`config.mk`:
```
export PLATFORM = sky130hd
export DESIGN_NAME = clc_regs
export DESIGN_NICKNAME = d
export VERILOG_FILES = /design/src/rtl/clc_pkg.sv /design/src/rtl/clc_regs.sv
export SDC_FILE = /design/constraint.sdc
export NUM_CORES = 1
export LEC_CHECK = 0
export BUFFER_PORTS_ARGS = -buffer_cell sky130_fd_sc_hd__buf_2
export CORE_AREA = 8 8 55 57
export CTS_CLUSTER_DIAMETER = 150
export DETAILED_ROUTE_END_ITERATION = 6
export DIE_AREA = 0 0 63 65
export PLACE_DENSITY_LB_ADDON = 0.1
export SLEW_MARGIN = 20
export SYNTH_ARGS = -nofsm -noshare
export SYNTH_HDL_FRONTEND = slang
export SYNTH_SLANG_ARGS = --single-unit
```
`constraint.sdc`:
```
create_clock -name clk -period 1.4 [get_ports clk]
set_input_delay 0.07 -clock clk [delete_from_list [all_inputs] [get_ports clk]]
set_output_delay 0.07 -clock clk [all_outputs]
set_load 0.005 [all_outputs]
```
`src/rtl/clc_pkg.sv`:
```
// Shared types and constants for the causal linear convolution unit.
package clc_pkg;

	localparam int SAMPLE_W = 16;
	localparam int PROD_W   = 32;
	localparam int CONV_W   = 43;
	localparam int INDEX_W  = 10;
	localparam int RLEN_W   = 11;
	localparam int PADDR_W  = 3;
	localparam int PDATA_W  = 32;

	localparam logic [RLEN_W-1:0] RECORD_LENGTH_RESET = 11'd1024;
	localparam logic              REG_RECORD_LENGTH   = 1'b0;

	typedef struct packed {
		logic signed [SAMPLE_W-1:0] sample_a;
		logic signed [SAMPLE_W-1:0] sample_b;
		logic                       first;
	} in_t;

	typedef struct packed {
		logic signed [CONV_W-1:0] conv_value;
		logic [INDEX_W-1:0]       sample_index;
		logic                     last_of_record;
		logic                     overrun;
	} out_t;

	typedef struct packed {
		logic clr_acc;
		logic wr_en;
		logic rd_en;
		logic ld_result;
		logic ld_overrun;
		logic last;
	} cmd_t;

	typedef struct packed {
		logic pipe_busy;
		logic out_free;
	} status_t;

endpackage

```
`src/rtl/clc_regs.sv`:
```
// APB configuration register block for the convolution unit.
module clc_regs (
	input  logic                          clk,
	input  logic                          arst_n,
	input  logic                          psel,
	input  logic                          penable,
	input  logic                          pwrite,
	input  logic [clc_pkg::PADDR_W-1:0]   paddr,
	input  logic [clc_pkg::PDATA_W-1:0]   pwdata,
	output logic [clc_pkg::PDATA_W-1:0]   prdata,
	output logic                          pready,
	output logic [clc_pkg::RLEN_W-1:0]    record_length
);

	logic [clc_pkg::RLEN_W-1:0] record_length_q;
	logic                       sel_rlen;

	assign pready        = 1'b1;
	assign sel_rlen      = (paddr[clc_pkg::PADDR_W-1] == clc_pkg::REG_RECORD_LENGTH);
	assign record_length = record_length_q;

	always_ff @(posedge clk or negedge arst_n) begin
		if (!arst_n) begin
			record_length_q <= clc_pkg::RECORD_LENGTH_RESET;
		end else if (psel && penable && pwrite && pready && sel_rlen) begin
			record_length_q <= pwdata[clc_pkg::RLEN_W-1:0];
		end
	end

	always_comb begin
		prdata = '0;
		if (sel_rlen) begin
			prdata = clc_pkg::PDATA_W'(record_length_q);
		end
	end

endmodule

```
==> run metrics <==
Clk pwr share between 20% and 30%; CTS buffer count 3; Cell Area, Placed 847 um2; deepest clock path buffer count 2; Design Power about 980 uW; critical-path cell list nor2b_1, buf_2; Sw Ratio between 20% and 30%; simple-gate share of the synthesized area about an eighth; max-slew violations 0; Core ar. 2150 um2; crit end category output port; dpl hpwl about 1.3 mm; Crit path required time ~1.3 ns; combinational share of power 33.5%; Pleak between 0.5 and 0.6 nW; Compound-Gate Fraction of Synth Area 0%; largest net degree at the start of global routing 12; total clock sinks 11; worst setup margin around 0.31 ns; global route total overflow 0; clock latency on the worst-skew pair 0.26 ns; synthesized area per cell 12.0 um2; total number of yosys warnings 0; VDD IR-drop max between 400 and 500 uV; DRT Pass-1 Iters 2; Max Clk Rate about 920 MHz; crit path DAT 1.02 ns; slowest stage cell, crit path dfstp_2; final setup vio count 0; Yosys cell types 11; layout net count 141; ANT nets after route 0; fraction of layout cells with a size suffix above 1 between 50% and 60%; Post-Route WL approximately 1.7 mm; internal power around 710 uW; crit start category flop; IO Pins 84; Pwr Density 1110 nW/um2; Root Driver clkbuf_4; chip width 63 um; Vias/cell about 3.8; final hold slack about 0.033 ns; CTS tree built; htree depth 1; All-Layer GR Usage approximately 8.2%; Reg area between 200 and 300 um2; status completed; post-CTS setup buffers 0; largest family of logic cells by synthesized area buffers and inverters; design area slightly below 900 um2; Post-Place Worst Slack roughly 0.35 ns; Vert. Die Dim 65 um; sequential fraction of the synthesis area between 30 and 40%; max cap viols 0; dpl cells between 100 and 150; antenna cell count 0; min Tclk post-route between 1 and 1.5 ns; cts repair resizes 0; clock skew 0 ns; wire per inst around 13 um; Synth Cell Area between 700 and 800 um2; Clock transition at path regs approximately 0.070 ns; hold crit path type primary input to flop; number of flip-flops in the largest register 11; Initial Util approximately 33%; Adder-Cell Fraction of Synth Area 0%; FF+latch count, synth 11; Gate Count Post-Synth 60; # rows 17; starting DRC count in detailed routing 9; I/O Buffers 38; Fin. Hold Viols 0; Max stage delay on crit path 0.54 ns; remaining routing DRC violations 0; die footprint ~4000 um2; mux contribution to synthesized area approximately 22%; gpl congestion 0.603; Layout area overhead 22.8%; fillcell total between 200 and 250; vias in the first global route 575; crit path kind flop to output port; antenna violations before repair 0; Cell Count, Final, Fillers Out approximately 130; routed vias between 400 and 500; multi-input combinational cell area 338 um2; final core occ 41.1%; RSZ-0062 raised after global routing no; part of the power in registers 45.0%; Final period util 77.9%; TNS Setup 0 ns; hold_buf cts 1; xor and xnor area share after synthesis 0%; global-route wire length before repair about 2.7 mm; crit path max fanout 3; Net Switching between 200 and 300 uW
-- critical path: cells and delay by family (launching register included) --
family	cells	cell delay, ns
DFF	1	0.54
and+or+nand+nor	1	0.11
buffers and inverters	1	0.11
-- path summary, 6_finish.rpt --
| path | start | to | slack, ns | cells past startpoint |
|---|---|---|---|---|
| min in group asynchronous | arst_n | record_length[5] | 0.22 | 2 |
| max in group asynchronous | arst_n | record_length[10] | 0.92 | 2 |
| max reg2reg | record_length[3] | record_length[3] | 0.63 | 1 |
| max | record_length[10] | prdata[10] | 0.31 | 2 |
| min reg2reg | record_length[5] | record_length[5] | 0.52 | 1 |
| min | pwdata[7] | record_length[7] | 0.03 | 2 |
-- logic make-up (layout without fill, tap and decap cells) --
logic type	after synthesis	after routing
buffers and inverters	24	44
flip-flops	11	11
multiplexers	11	11
other	2	22
AND/OR/NAND/NOR	12	12
-- power by group through the flow --
stage	logic [mW]	registers (mW)	clock network, mW
after global routing	0.364	0.454	0.242
after CTS	0.334	0.441	0.229
after floorplan	0.210	0.449	0
final	0.328	0.440	0.211
after detailed placement	0.333	0.444	0
after global placement	0.331	0.442	0
-- placed cells by master, fill, tap and decap left out, drive strengths merged --
master        n
buf          39
conb         22
mux2         11
nor2b        10
dfrtp        10
clkbuf        4
nand4b        1
and2b         1
dlygate4sd3   1
dfstp         1
-- layout make-up --
| type | instances | share of cell area (%) |
|---|---|---|
| clock buffers | 4 | 2.97 |
| multi-input cells | 45 | 38.2 |
| flip-flops and latches | 11 | 31.3 |
| well taps | 28 | 3.97 |
| repair buffers | 40 | 23.5 |
-- metal layers --
layer	global-route usage [%]	vias up	share of wire, %
li1	-	228	-
met1	8.04	225	38
met2	13.8	30	50
met3	5.50	2	12
met4	2.56	0	0.36
met5	0	-	0
-- synthesized netlist by cell type --
cell type | number | area [um2]
and2b_1 | 1 | 7.51
buf_4 | 22 | 165
buf_6 | 1 | 11.3
clkbuf_1 | 1 | 3.75
conb_1 | 2 | 7.51
dfrtp_1 | 10 | 250
dfstp_2 | 1 | 26.3
mux2_2 | 1 | 11.3
mux2_4 | 10 | 150
nand4b_4 | 1 | 23.8
nor2b_1 | 10 | 62.6
(Power assumes the default switching activity.)
