<file path="src/rtl/clc_pkg.sv">
// Shared types and constants for the causal linear convolution unit.
package clc_pkg;

	localparam int SAMPLE_W = 16;
	localparam int PROD_W   = 32;
	localparam int CONV_W   = 43;
	localparam int INDEX_W  = 10;
	localparam int RLEN_W   = 11;
	localparam int PADDR_W  = 3;
	localparam int PDATA_W  = 32;

	localparam logic [RLEN_W-1:0] RECORD_LENGTH_RESET = 11'd1024;
	localparam logic              REG_RECORD_LENGTH   = 1'b0;

	typedef struct packed {
		logic signed [SAMPLE_W-1:0] sample_a;
		logic signed [SAMPLE_W-1:0] sample_b;
		logic                       first;
	} in_t;

	typedef struct packed {
		logic signed [CONV_W-1:0] conv_value;
		logic [INDEX_W-1:0]       sample_index;
		logic                     last_of_record;
		logic                     overrun;
	} out_t;

	typedef struct packed {
		logic clr_acc;
		logic wr_en;
		logic rd_en;
		logic ld_result;
		logic ld_overrun;
		logic last;
	} cmd_t;

	typedef struct packed {
		logic pipe_busy;
		logic out_free;
	} status_t;

endpackage

</file>
<file path="src/rtl/clc_ctrl.sv">
// Controller: record indexing, length checks and multiply-accumulate sequencing.
module clc_ctrl #(
	parameter int MAX_SAMPLES = 1024
) (
	input  logic                              clk,
	input  logic                              arst_n,
	input  logic                              sample_valid,
	output logic                              sample_ready,
	input  logic                              first,
	input  logic [clc_pkg::RLEN_W-1:0]        record_length,
	input  clc_pkg::status_t                  status,
	output clc_pkg::cmd_t                     cmd,
	output logic [$clog2(MAX_SAMPLES)-1:0]    wr_addr,
	output logic [$clog2(MAX_SAMPLES)-1:0]    rd_addr_a,
	output logic [$clog2(MAX_SAMPLES)-1:0]    rd_addr_b,
	output logic [$clog2(MAX_SAMPLES)-1:0]    cur_index
);

	localparam int IDX_W = $clog2(MAX_SAMPLES);
	localparam int CNT_W = $clog2(MAX_SAMPLES + 1);
	localparam int LEN_W = (CNT_W > clc_pkg::RLEN_W) ? CNT_W : clc_pkg::RLEN_W;
	localparam logic [LEN_W-1:0] LEN_MAX = LEN_W'(MAX_SAMPLES);
	localparam logic [LEN_W-1:0] LEN_ONE = LEN_W'(1);

	typedef enum logic [1:0] {
		ST_IDLE,
		ST_MAC,
		ST_DRAIN,
		ST_OVR
	} state_t;

	state_t            state_q;
	logic [CNT_W-1:0]  next_q;
	logic [IDX_W-1:0]  n_q;
	logic [IDX_W-1:0]  k_q;
	logic              last_q;

	logic [CNT_W-1:0]  n_in;
	logic [LEN_W-1:0]  n_ext;
	logic [LEN_W-1:0]  rlen_ext;
	logic [LEN_W-1:0]  eff_len;
	logic              accept;
	logic              over;

	assign n_in     = first ? '0 : next_q;
	assign n_ext    = LEN_W'(n_in);
	assign rlen_ext = LEN_W'(record_length);

	always_comb begin
		eff_len = rlen_ext;
		if (rlen_ext == '0) begin
			eff_len = LEN_ONE;
		end else if (rlen_ext > LEN_MAX) begin
			eff_len = LEN_MAX;
		end
	end

	assign over         = (n_ext >= eff_len);
	assign sample_ready = (state_q == ST_IDLE);
	assign accept       = sample_valid && sample_ready;

	assign wr_addr   = IDX_W'(n_in);
	assign rd_addr_a = k_q;
	assign rd_addr_b = n_q - k_q;
	assign cur_index = n_q;

	always_comb begin
		cmd            = '0;
		cmd.last       = last_q;
		cmd.clr_acc    = accept && !over;
		cmd.wr_en      = accept && !over;
		cmd.rd_en      = (state_q == ST_MAC);
		cmd.ld_result  = (state_q == ST_DRAIN) && !status.pipe_busy && status.out_free;
		cmd.ld_overrun = (state_q == ST_OVR) && status.out_free;
	end

	always_ff @(posedge clk or negedge arst_n) begin
		if (!arst_n) begin
			state_q <= ST_IDLE;
			next_q  <= '0;
			n_q     <= '0;
			k_q     <= '0;
			last_q  <= 1'b0;
		end else begin
			case (state_q)
				ST_IDLE: begin
					if (accept) begin
						if (over) begin
							state_q <= ST_OVR;
						end else begin
							n_q     <= IDX_W'(n_in);
							k_q     <= '0;
							last_q  <= (n_ext == eff_len - LEN_ONE);
							next_q  <= n_in + CNT_W'(1);
							state_q <= ST_MAC;
						end
					end
				end
				ST_MAC: begin
					k_q <= k_q + IDX_W'(1);
					if (k_q == n_q) begin
						state_q <= ST_DRAIN;
					end
				end
				ST_DRAIN: begin
					if (!status.pipe_busy && status.out_free) begin
						state_q <= ST_IDLE;
					end
				end
				ST_OVR: begin
					if (status.out_free) begin
						state_q <= ST_IDLE;
					end
				end
				default: begin
					state_q <= ST_IDLE;
				end
			endcase
		end
	end

endmodule

</file>
<file path="config.mk">
export PLATFORM = sky130hd
export DESIGN_NAME = clc_ctrl
export DESIGN_NICKNAME = d
export VERILOG_FILES = /design/src/rtl/clc_pkg.sv /design/src/rtl/clc_ctrl.sv
export SDC_FILE = /design/constraint.sdc
export NUM_CORES = 1
export LEC_CHECK = 0
export ABC_AREA = 1
export BUFFER_PORTS_ARGS = -buffer_cell sky130_fd_sc_hd__buf_2
export CORE_UTILIZATION = 32
export DETAILED_ROUTE_END_ITERATION = 8
export PLACE_DENSITY = 0.59
export SETUP_SLACK_MARGIN = 0.2
export SYNTH_ARGS = -nofsm -noshare
export SYNTH_HDL_FRONTEND = slang
export SYNTH_SLANG_ARGS = --single-unit
</file>
<file path="constraint.sdc">
create_clock -name clk -period 9 [get_ports clk]
set_input_delay 1.35 -clock clk [delete_from_list [all_inputs] [get_ports clk]]
set_output_delay 1.35 -clock clk [all_outputs]
set_load 0.005 [all_outputs]
</file>
==> results of run 1 <==
layout make-up:
class / instances / area [um2] / area share
Inverter: 61 / 229 / 0.0666
Sequential cell: 34 / 851 / 0.248
Clock buffer: 7 / 86.3 / 0.0251
Timing Repair Buffer: 64 / 323 / 0.0939
Clock inverter: 1 / 5.00 / 0.00146
Tap cell: 108 / 135 / 0.0393
Multi-Input combinational cell: 317 / 1810 / 0.526
stage by stage:
stage / setup slack (ns) / instances
floorplan: 4.26 / 420
global placement: 3.82 / 584
detailed placement: 3.76 / 584
CTS: 3.75 / 592
global route: 3.46 / 592
finish: 3.77 / 592
power by group:
group | internal [mW] | switching, mW | leakage, nW
Clock | 0.0617 | 0.0548 | 0.0482
Sequential | 0.192 | 0.0382 | 0.457
Combinational | 0.245 | 0.333 | 1.31
Total | 0.498 | 0.427 | 1.82
flip-flops by register name, summed over array words and instances (netlist names):
register / flops
state_q: 2
rd_addr_a: 10
last_q: 1
cur_index: 10
next_q: 11
per-layer routing:
layer | routed length, um | share of wire | track usage
met5 | 0 | 0 | 0
met3 | 364 | 0.049 | 0.0301
met2 | 3490 | 0.47 | 0.280
met4 | 30 | 0.0041 | 0.0466
met1 | 3510 | 0.47 | 0.210
worst min-delay path, cell delays in order (launching register included):
cell	delay (ns)
dfrtp_1	0.35
nand2_1	0.06
nand2_1	0.05
worst max path at each step:
stage	slack [ns]	cells past startpoint	end
3_3_place_gp	3.82	15	cmd[4]
3_5_place_dp	3.76	15	cmd[4]
5_1_grt	3.46	15	cmd[4]
6_report	3.77	15	cmd[4]
2_1_floorplan	4.26	15	cmd[5]
4_1_cts	3.75	15	cmd[4]
cells in the final DEF (no fill, tap or decap), drive strengths merged, types with 3 or more instances in the layout:
cell type	n
a21oi	15
nand2	100
xnor2	6
nand3	28
xor2	21
dfrtp	34
inv	61
clkbuf	7
nor2	47
buf	64
nor3	13
nand4	8
o21ai	39
ha	23
o21bai	3
cells by family (layout without fill, tap and decap cells):
logic type / Yosys count / in the layout
flip-flops: 34 / 34
XOR/XNOR: 28 / 28
buffers and inverters: 69 / 133
AND/OR/NAND/NOR: 201 / 201
adder cells (fa/ha/maj): 24 / 24
AO/OA/AOI/OAI: 64 / 64
==> impl_metrics.prom, run 1 <==
# TYPE chip_impl_metric gauge
chip_impl_info{name="outcome",value="complete, but fails checks"} 1
chip_impl_info{name="failing_checks",value="design-rule violations"} 1
chip_impl_metric{name="final_layout_size_suffix_gt1_frac",unit=""} 0.169
chip_impl_metric{name="cts.htree.levels",unit=""} 2
chip_impl_metric{name="synth_fa_ha_area_frac",unit=""} 0.105
chip_impl_metric{name="mux_contribution_to_synthesized_area",unit=""} 0
chip_impl_metric{name="detail_route.drc_violations",unit=""} 17
chip_impl_info{name="cp_top_family",value="buffers and inverters"} 1
chip_impl_info{name="synth-main-ff-cell",value="dfrtp_1"} 1
chip_impl_metric{name="antenna_cells_inserted",unit=""} 0
chip_impl_metric{name="nFillCells",unit=""} 948
chip_impl_metric{name="die_area",unit="mm2"} 0.00956
chip_impl_metric{name="unique_masters_post_synth",unit=""} 35
chip_impl_metric{name="post-route-util",unit=""} 0.390
chip_impl_metric{name="vdd_ir_drop_max",unit="V"} 0.000127
chip_impl_metric{name="finalMaxSlewViolations",unit=""} 0
chip_impl_info{name="hold_class",value="register to register"} 1
chip_impl_metric{name="floorplan.die.width",unit="um"} 97.8
chip_impl_metric{name="min_period_over_period",unit=""} 0.581
chip_impl_metric{name="final.hold.worst_slack",unit="ns"} 0.488
chip_impl_metric{name="cp_slowest_stage_delay",unit="ns"} 0.39
chip_impl_info{name="clockRootBuffer",value="clkbuf_8"} 1
chip_impl_metric{name="drt-vias-per-instance",unit=""} 4.90
chip_impl_metric{name="synth_edf_count",unit=""} 0
chip_impl_metric{name="core-area",unit="mm2"} 0.00881
chip_impl_metric{name="std_cell_rows",unit=""} 34
chip_impl_info{name="post-synth-top-count-cell",value="nand2_1"} 1
chip_impl_metric{name="routed_wire_length_per_instance",unit="um"} 12.5
chip_impl_info{name="rsz0062_at_grt",value="false"} 1
chip_impl_metric{name="synth.ff_latch_count",unit=""} 34
chip_impl_info{name="worstSetupStartpoint",value="record_length[7]"} 1
chip_impl_metric{name="synth_fp_nets",unit=""} 461
chip_impl_metric{name="min_delay_path_depth",unit=""} 2
chip_impl_metric{name="cts-buffers-inserted",unit=""} 5
chip_impl_metric{name="initial_core_util",unit=""} 0.333
chip_impl_metric{name="power.density_cell_area",unit="mW/mm2"} 269
chip_impl_metric{name="global_route_wire_length_before_repair",unit="mm"} 12.8
chip_impl_info{name="kind_of_launch_point_of_the_worst_setup_path",value="input pin"} 1
chip_impl_metric{name="instance_area_after_placement",unit="mm2"} 0.00335
chip_impl_metric{name="area.growth.synth_to_final",unit="%"} 17.1
chip_impl_metric{name="antenna_found_initial",unit=""} 0
chip_impl_metric{name="cts.sink_count",unit=""} 34
chip_impl_metric{name="grt_start_max_net_pins",unit=""} 35
chip_impl_metric{name="drt_pass1_iterations",unit=""} 8
chip_impl_metric{name="ctsResizeCount",unit=""} 0
chip_impl_metric{name="syn-instance-count",unit=""} 420
chip_impl_info{name="reg_to_reg_critical_path_endpoint",value="rd_addr_a[5]"} 1
chip_impl_metric{name="clk_transition_reported_paths",unit="ns"} 0.06
chip_impl_metric{name="worstPathArrival",unit="ns"} 3.88
chip_impl_metric{name="synth_xor_area_frac",unit=""} 0.0883
chip_impl_metric{name="tns",unit="ns"} 0
chip_impl_metric{name="dpl.hpwl",unit="mm"} 5.97
chip_impl_metric{name="gp_congestion",unit=""} 0.874
chip_impl_metric{name="seq_area_frac_synth",unit=""} 0.290
chip_impl_metric{name="synthesis.area",unit="mm2"} 0.00293
chip_impl_metric{name="detailedRoute.firstIterationViolations",unit=""} 170
chip_impl_info{name="worst_setup_path_end_kind",value="output port"} 1
chip_impl_info{name="synthTopCellsByCount",value="98 x nand2_1, 61 x inv_1, 44 x nor2_1, 37 x o21ai_0, 34 x dfrtp_1"} 1
chip_impl_metric{name="tightestPinTransition",unit="ns"} 0.765
chip_impl_metric{name="first_global_vias",unit=""} 2766
chip_impl_metric{name="synth_simple_gate_area_share",unit=""} 0.301
chip_impl_metric{name="cts-hold-fix-buffers",unit=""} 0
chip_impl_metric{name="die_height",unit="um"} 97.8
chip_impl_metric{name="finalHoldViolations",unit=""} 0
chip_impl_metric{name="path_buf_inv",unit=""} 4
chip_impl_metric{name="synth_area_per_cell",unit="um2"} 6.99
chip_impl_metric{name="clockBufferDepth",unit=""} 2
chip_impl_metric{name="routed-via-count",unit=""} 2898
chip_impl_metric{name="globalRouteTotalUtil",unit=""} 0.163
chip_impl_metric{name="finalInstanceArea",unit="mm2"} 0.00344
chip_impl_info{name="timing.critical_path.cells",value="buf_2 -> nor2_1 -> nand2_1 -> o21bai_4 -> nand2_1 -> ha_1 -> nand2_1 -> nand2_1 -> nand2_1 -> nand3_1 -> nor2_1 -> nand3_1 -> buf_4 -> inv_1 -> buf_2"} 1
chip_impl_metric{name="count_of_maximum_capacitance_violations",unit=""} 0
chip_impl_metric{name="p_total",unit="mW"} 0.925
chip_impl_metric{name="postcts_setup_bufs",unit=""} 0
chip_impl_info{name="worstHoldEndpoint",value="last_q"} 1
chip_impl_metric{name="timing.final.setup_violations",unit=""} 0
chip_impl_metric{name="skew",unit="ns"} 0.00763
chip_impl_info{name="netlist_top_cells_area",value="dfrtp_1 29%, nand2_1 13%, ha_1 9.8%, inv_1 7.8%, o21ai_0 6.3%"} 1
chip_impl_metric{name="synthesis.yosys.warnings",unit=""} 0
chip_impl_metric{name="clk-insertion-delay-late",unit="ns"} 0.29
chip_impl_metric{name="synthesized_area_fraction_occupied_by_ao_oa_aoi_and_oai_cells",unit=""} 0.122
chip_impl_metric{name="power.static_leakage",unit="nW"} 1.82
chip_impl_info{name="highest_delay_cell_along_the_critical_path",value="inv_1"} 1
chip_impl_info{name="startpoint_of_the_most_critical_register_to_register_path",value="next_q[8]"} 1
chip_impl_metric{name="final.min_clock_period",unit="ns"} 5.23
chip_impl_metric{name="max_freq",unit="GHz"} 0.191
chip_impl_info{name="crit_path_most_repeated_cell",value="nand2_1"} 1
chip_impl_info{name="setup.worst_path.class",value="input pin to output port"} 1
chip_impl_metric{name="layout.nets",unit=""} 524
chip_impl_metric{name="required",unit="ns"} 7.65
chip_impl_metric{name="io_pins",unit=""} 64
chip_impl_metric{name="postSynth.asyncResetShare",unit=""} 1.00
chip_impl_metric{name="grt.overflow.total",unit=""} 0
chip_impl_info{name="hold_path_startpoint",value="last_q"} 1
chip_impl_metric{name="routed_wirelength",unit="mm"} 7.40
chip_impl_info{name="tritoncts_clock_tree",value="yes"} 1
chip_impl_metric{name="slew_headroom",unit=""} 0.490
chip_impl_info{name="synth_top_cell_by_area",value="dfrtp_1"} 1
chip_impl_metric{name="reg2reg_depth",unit=""} 16
chip_impl_metric{name="portBuffers",unit=""} 63
chip_impl_info{name="synth_top_family_by_area",value="simple AND/OR/NAND/NOR gates"} 1
chip_impl_metric{name="yosys.area.top_type_share",unit=""} 0.290
chip_impl_metric{name="ant_nets",unit=""} 0
chip_impl_metric{name="timing.critical_path.fanout_max",unit=""} 33
chip_impl_metric{name="regToRegSetupSlack",unit="ns"} 6.27
No activity file was read; power rests on OpenSTA's default activity.
==> run 2, diff against run 1 <==
--- a/config.mk
+++ b/config.mk
@@ -5,11 +5,11 @@
 export SDC_FILE = /design/constraint.sdc
 export NUM_CORES = 1
 export LEC_CHECK = 0
-export ABC_AREA = 1
+export ABC_AREA = 0
 export BUFFER_PORTS_ARGS = -buffer_cell sky130_fd_sc_hd__buf_2
 export CORE_UTILIZATION = 32
 export DETAILED_ROUTE_END_ITERATION = 8
-export PLACE_DENSITY = 0.59
+export PLACE_DENSITY = 0.6
 export SETUP_SLACK_MARGIN = 0.2
 export SYNTH_ARGS = -nofsm -noshare
 export SYNTH_HDL_FRONTEND = slang
==> constraint.sdc (replaced) <==
create_clock -name clk -period 4.6 [get_ports clk]
set_input_delay 0.69 -clock clk [delete_from_list [all_inputs] [get_ports clk]]
set_output_delay 0.69 -clock clk [all_outputs]
set_load 0.005 [all_outputs]
==> impl_metrics.prom, run 2 <==
# TYPE chip_impl_metric gauge
chip_impl_info{name="outcome",value="finished, final reports clean"} 1
chip_impl_metric{name="instance_area_after_placement",unit="mm2"} 0.00339
chip_impl_metric{name="worstPathArrival",unit="ns"} 3.02
chip_impl_metric{name="timing.final.setup_violations",unit=""} 0
chip_impl_metric{name="cts-hold-fix-buffers",unit=""} 0
chip_impl_metric{name="power.static_leakage",unit="nW"} 1.64
chip_impl_metric{name="io_pins",unit=""} 64
chip_impl_metric{name="globalRouteTotalUtil",unit=""} 0.171
chip_impl_metric{name="synthesis.yosys.warnings",unit=""} 0
chip_impl_metric{name="yosys.area.top_type_share",unit=""} 0.282
chip_impl_metric{name="final.min_clock_period",unit="ns"} 3.71
chip_impl_info{name="post-synth-top-count-cell",value="nand2_1"} 1
chip_impl_info{name="kind_of_launch_point_of_the_worst_setup_path",value="input pin"} 1
chip_impl_metric{name="die_height",unit="um"} 99.0
chip_impl_metric{name="synth_fp_nets",unit=""} 420
chip_impl_info{name="synth_top_cell_by_area",value="dfrtp_1"} 1
chip_impl_metric{name="required",unit="ns"} 3.91
chip_impl_metric{name="final_layout_size_suffix_gt1_frac",unit=""} 0.199
chip_impl_metric{name="synthesis.area",unit="mm2"} 0.00301
chip_impl_metric{name="dpl.hpwl",unit="mm"} 6.29
chip_impl_metric{name="antenna_cells_inserted",unit=""} 0
chip_impl_metric{name="clk-insertion-delay-late",unit="ns"} 0.30
chip_impl_metric{name="synth_edf_count",unit=""} 0
chip_impl_metric{name="routed-via-count",unit=""} 2931
chip_impl_metric{name="reg2reg_depth",unit=""} 9
chip_impl_metric{name="syn-instance-count",unit=""} 379
chip_impl_info{name="mostFrequentLayoutCells",value="63 x buf_2, 53 x nand2_1, 36 x o21ai_0"} 1
chip_impl_metric{name="postSynth.asyncResetShare",unit=""} 1.00
chip_impl_metric{name="worst_slack",unit="ns"} 0.885
chip_impl_metric{name="cts.htree.levels",unit=""} 2
chip_impl_metric{name="place_ws",unit="ns"} 0.901
chip_impl_info{name="worst_setup_path_end_kind",value="output port"} 1
chip_impl_metric{name="timing.critical_path.fanout_max",unit=""} 10
chip_impl_metric{name="grt.overflow.total",unit=""} 0
chip_impl_metric{name="final.hold.worst_slack",unit="ns"} 0.460
chip_impl_metric{name="finalInstanceArea",unit="mm2"} 0.00349
chip_impl_metric{name="drt-vias-per-instance",unit=""} 5.40
chip_impl_metric{name="detailedRoute.firstIterationViolations",unit=""} 176
chip_impl_metric{name="cts-buffers-inserted",unit=""} 5
chip_impl_metric{name="slew_headroom",unit=""} 0.485
chip_impl_metric{name="power.density_cell_area",unit="mW/mm2"} 441
chip_impl_metric{name="drt_pass1_iterations",unit=""} 4
chip_impl_info{name="max_flop_register",value="next_q"} 1
chip_impl_metric{name="initial_core_util",unit=""} 0.328
chip_impl_metric{name="synth.ff_latch_count",unit=""} 34
chip_impl_metric{name="max_freq",unit="GHz"} 0.269
chip_impl_info{name="crit_path_most_repeated_cell",value="buf_2"} 1
chip_impl_info{name="mostFrequentLayoutCell",value="buf_2"} 1
chip_impl_info{name="setup.worst_path.class",value="input pin to output port"} 1
chip_impl_metric{name="floorplan.die.width",unit="um"} 99.0
chip_impl_metric{name="area.growth.synth_to_final",unit="%"} 15.8
chip_impl_metric{name="regToRegSetupSlack",unit="ns"} 1.86
chip_impl_metric{name="tightestPinTransition",unit="ns"} 0.772
chip_impl_info{name="tritoncts_clock_tree",value="yes"} 1
chip_impl_info{name="synth-main-ff-cell",value="dfrtp_1"} 1
chip_impl_info{name="highest_delay_cell_along_the_critical_path",value="nor3_1"} 1
chip_impl_metric{name="min_period_over_period",unit=""} 0.808
chip_impl_info{name="netlist_top_cells_area",value="dfrtp_1 28%, ha_1 9.6%, nand2_1 6.6%, o21ai_0 6.0%, inv_1 3.5%"} 1
chip_impl_metric{name="ctsResizeCount",unit=""} 0
chip_impl_metric{name="tns",unit="ns"} 0
chip_impl_metric{name="std_cell_rows",unit=""} 35
chip_impl_metric{name="synth_area_per_cell",unit="um2"} 7.95
chip_impl_metric{name="count_of_maximum_capacitance_violations",unit=""} 0
chip_impl_metric{name="vdd_ir_drop_max",unit="V"} 0.000212
chip_impl_info{name="reg_to_reg_critical_path_endpoint",value="rd_addr_a[9]"} 1
chip_impl_metric{name="path_buf_inv",unit=""} 4
chip_impl_info{name="rsz0062_at_grt",value="false"} 1
chip_impl_metric{name="die_area",unit="mm2"} 0.00981
chip_impl_metric{name="global_route_wire_length_before_repair",unit="mm"} 13.4
chip_impl_metric{name="nFillCells",unit=""} 967
chip_impl_metric{name="gp_congestion",unit=""} 0.917
chip_impl_metric{name="finalMaxSlewViolations",unit=""} 0
chip_impl_metric{name="largest_register_ffs",unit=""} 11
chip_impl_info{name="cp_top_family",value="simple AND/OR/NAND/NOR gates"} 1
chip_impl_metric{name="cp_slowest_stage_delay",unit="ns"} 0.32
chip_impl_metric{name="finalHoldViolations",unit=""} 0
chip_impl_metric{name="portBuffers",unit=""} 63
chip_impl_metric{name="routed_wire_length_per_instance",unit="um"} 15.0
chip_impl_info{name="clockRootBuffer",value="clkbuf_8"} 1
chip_impl_metric{name="post-route-util",unit=""} 0.379
chip_impl_metric{name="clk_transition_reported_paths",unit="ns"} 0.08
chip_impl_metric{name="routed_wirelength",unit="mm"} 8.14
chip_impl_info{name="timing.critical_path.cells",value="buf_2 -> nor3_1 -> and2_1 -> a21oi_1 -> or2_2 -> inv_1 -> ha_1 -> nor2b_1 -> o21ai_0 -> a41oi_2 -> o21ai_2 -> inv_2 -> buf_2"} 1
chip_impl_metric{name="clockBufferDepth",unit=""} 2
chip_impl_metric{name="seq_area_frac_synth",unit=""} 0.282
chip_impl_metric{name="ant_nets",unit=""} 0
chip_impl_metric{name="cts.sink_count",unit=""} 34
chip_impl_metric{name="detail_route.drc_violations",unit=""} 0
chip_impl_metric{name="grt_start_max_net_pins",unit=""} 49
chip_impl_metric{name="skew",unit="ns"} 0.0135
chip_impl_metric{name="layout.nets",unit=""} 472
chip_impl_info{name="hold_class",value="input pin to asynchronous set/reset pin"} 1
chip_impl_metric{name="core-area",unit="mm2"} 0.00920
chip_impl_metric{name="unique_masters_post_synth",unit=""} 53
chip_impl_metric{name="first_global_vias",unit=""} 2729
chip_impl_metric{name="antenna_found_initial",unit=""} 0
chip_impl_metric{name="postcts_setup_bufs",unit=""} 0
chip_impl_info{name="startpoint_of_the_most_critical_register_to_register_path",value="next_q[4]"} 1
chip_impl_info{name="synthTopCellsByCount",value="53 x nand2_1, 36 x o21ai_0, 34 x dfrtp_1, 28 x inv_1, 23 x ha_1"} 1
run 2: metrics by stage:
step / std cells / power, mW
after floorplan: 379 / 1.00
after global routing: 543 / 1.69
after detailed placement: 535 / 1.30
after CTS: 543 / 1.55
final: 543 / 1.54
after global placement: 535 / 1.29
run 2: worst register-to-register path: cells and delay by family (launching register included):
family,cells,cell delay [ns]
flops,1,0.41
compound gates,5,1.41
fa+ha+maj,1,0.34
simple gates,1,0.19
mux,1,0.22
buf+inv,1,0.10
run 2: cells by family (layout without fill, tap and decap cells):
group,Yosys count,after routing,synth area share
buffers and inverters,51,104,0.0689
AO/OA/AOI/OAI,91,91,0.208
XOR/XNOR,19,19,0.0552
flip-flops,34,34,0.282
adder cells (fa/ha/maj),24,24,0.102
AND/OR/NAND/NOR,150,150,0.249
multiplexers,10,10,0.0345
run 2: how the worst max path moves through the flow:
stage	slack, ns	startpoint	end	depth (start not counted)
finish	0.89	record_length[7]	cmd[4]	13
global placement	0.94	record_length[7]	cmd[5]	13
CTS	0.87	record_length[7]	cmd[4]	13
global route	0.70	record_length[7]	cmd[5]	13
floorplan	1.14	record_length[7]	cmd[5]	13
detailed placement	0.90	record_length[7]	cmd[4]	13
run 2: final cells by class:
type | instances | area, um2 | share of cell area
inverters | 31 | 116 | 0.0333
multi-input cells | 294 | 1960 | 0.561
clock buffers | 6 | 82.6 | 0.0237
well taps | 111 | 139 | 0.0398
repair buffers | 65 | 330 | 0.0947
clock inverters | 2 | 12.5 | 0.00359
flip-flops and latches | 34 | 851 | 0.244
run 2: metal layers:
layer  share of wire  track usage
met5               0            0
met4           0.022       0.0494
met3           0.043       0.0340
met2            0.45        0.276
met1            0.48        0.230
run 2: where the power goes:
group | internal, mW | total (mW) | switching, mW
clock network | 0.120 | 0.237 | 0.117
logic | 0.379 | 0.852 | 0.474
registers | 0.360 | 0.450 | 0.0904
total | 0.859 | 1.54 | 0.681
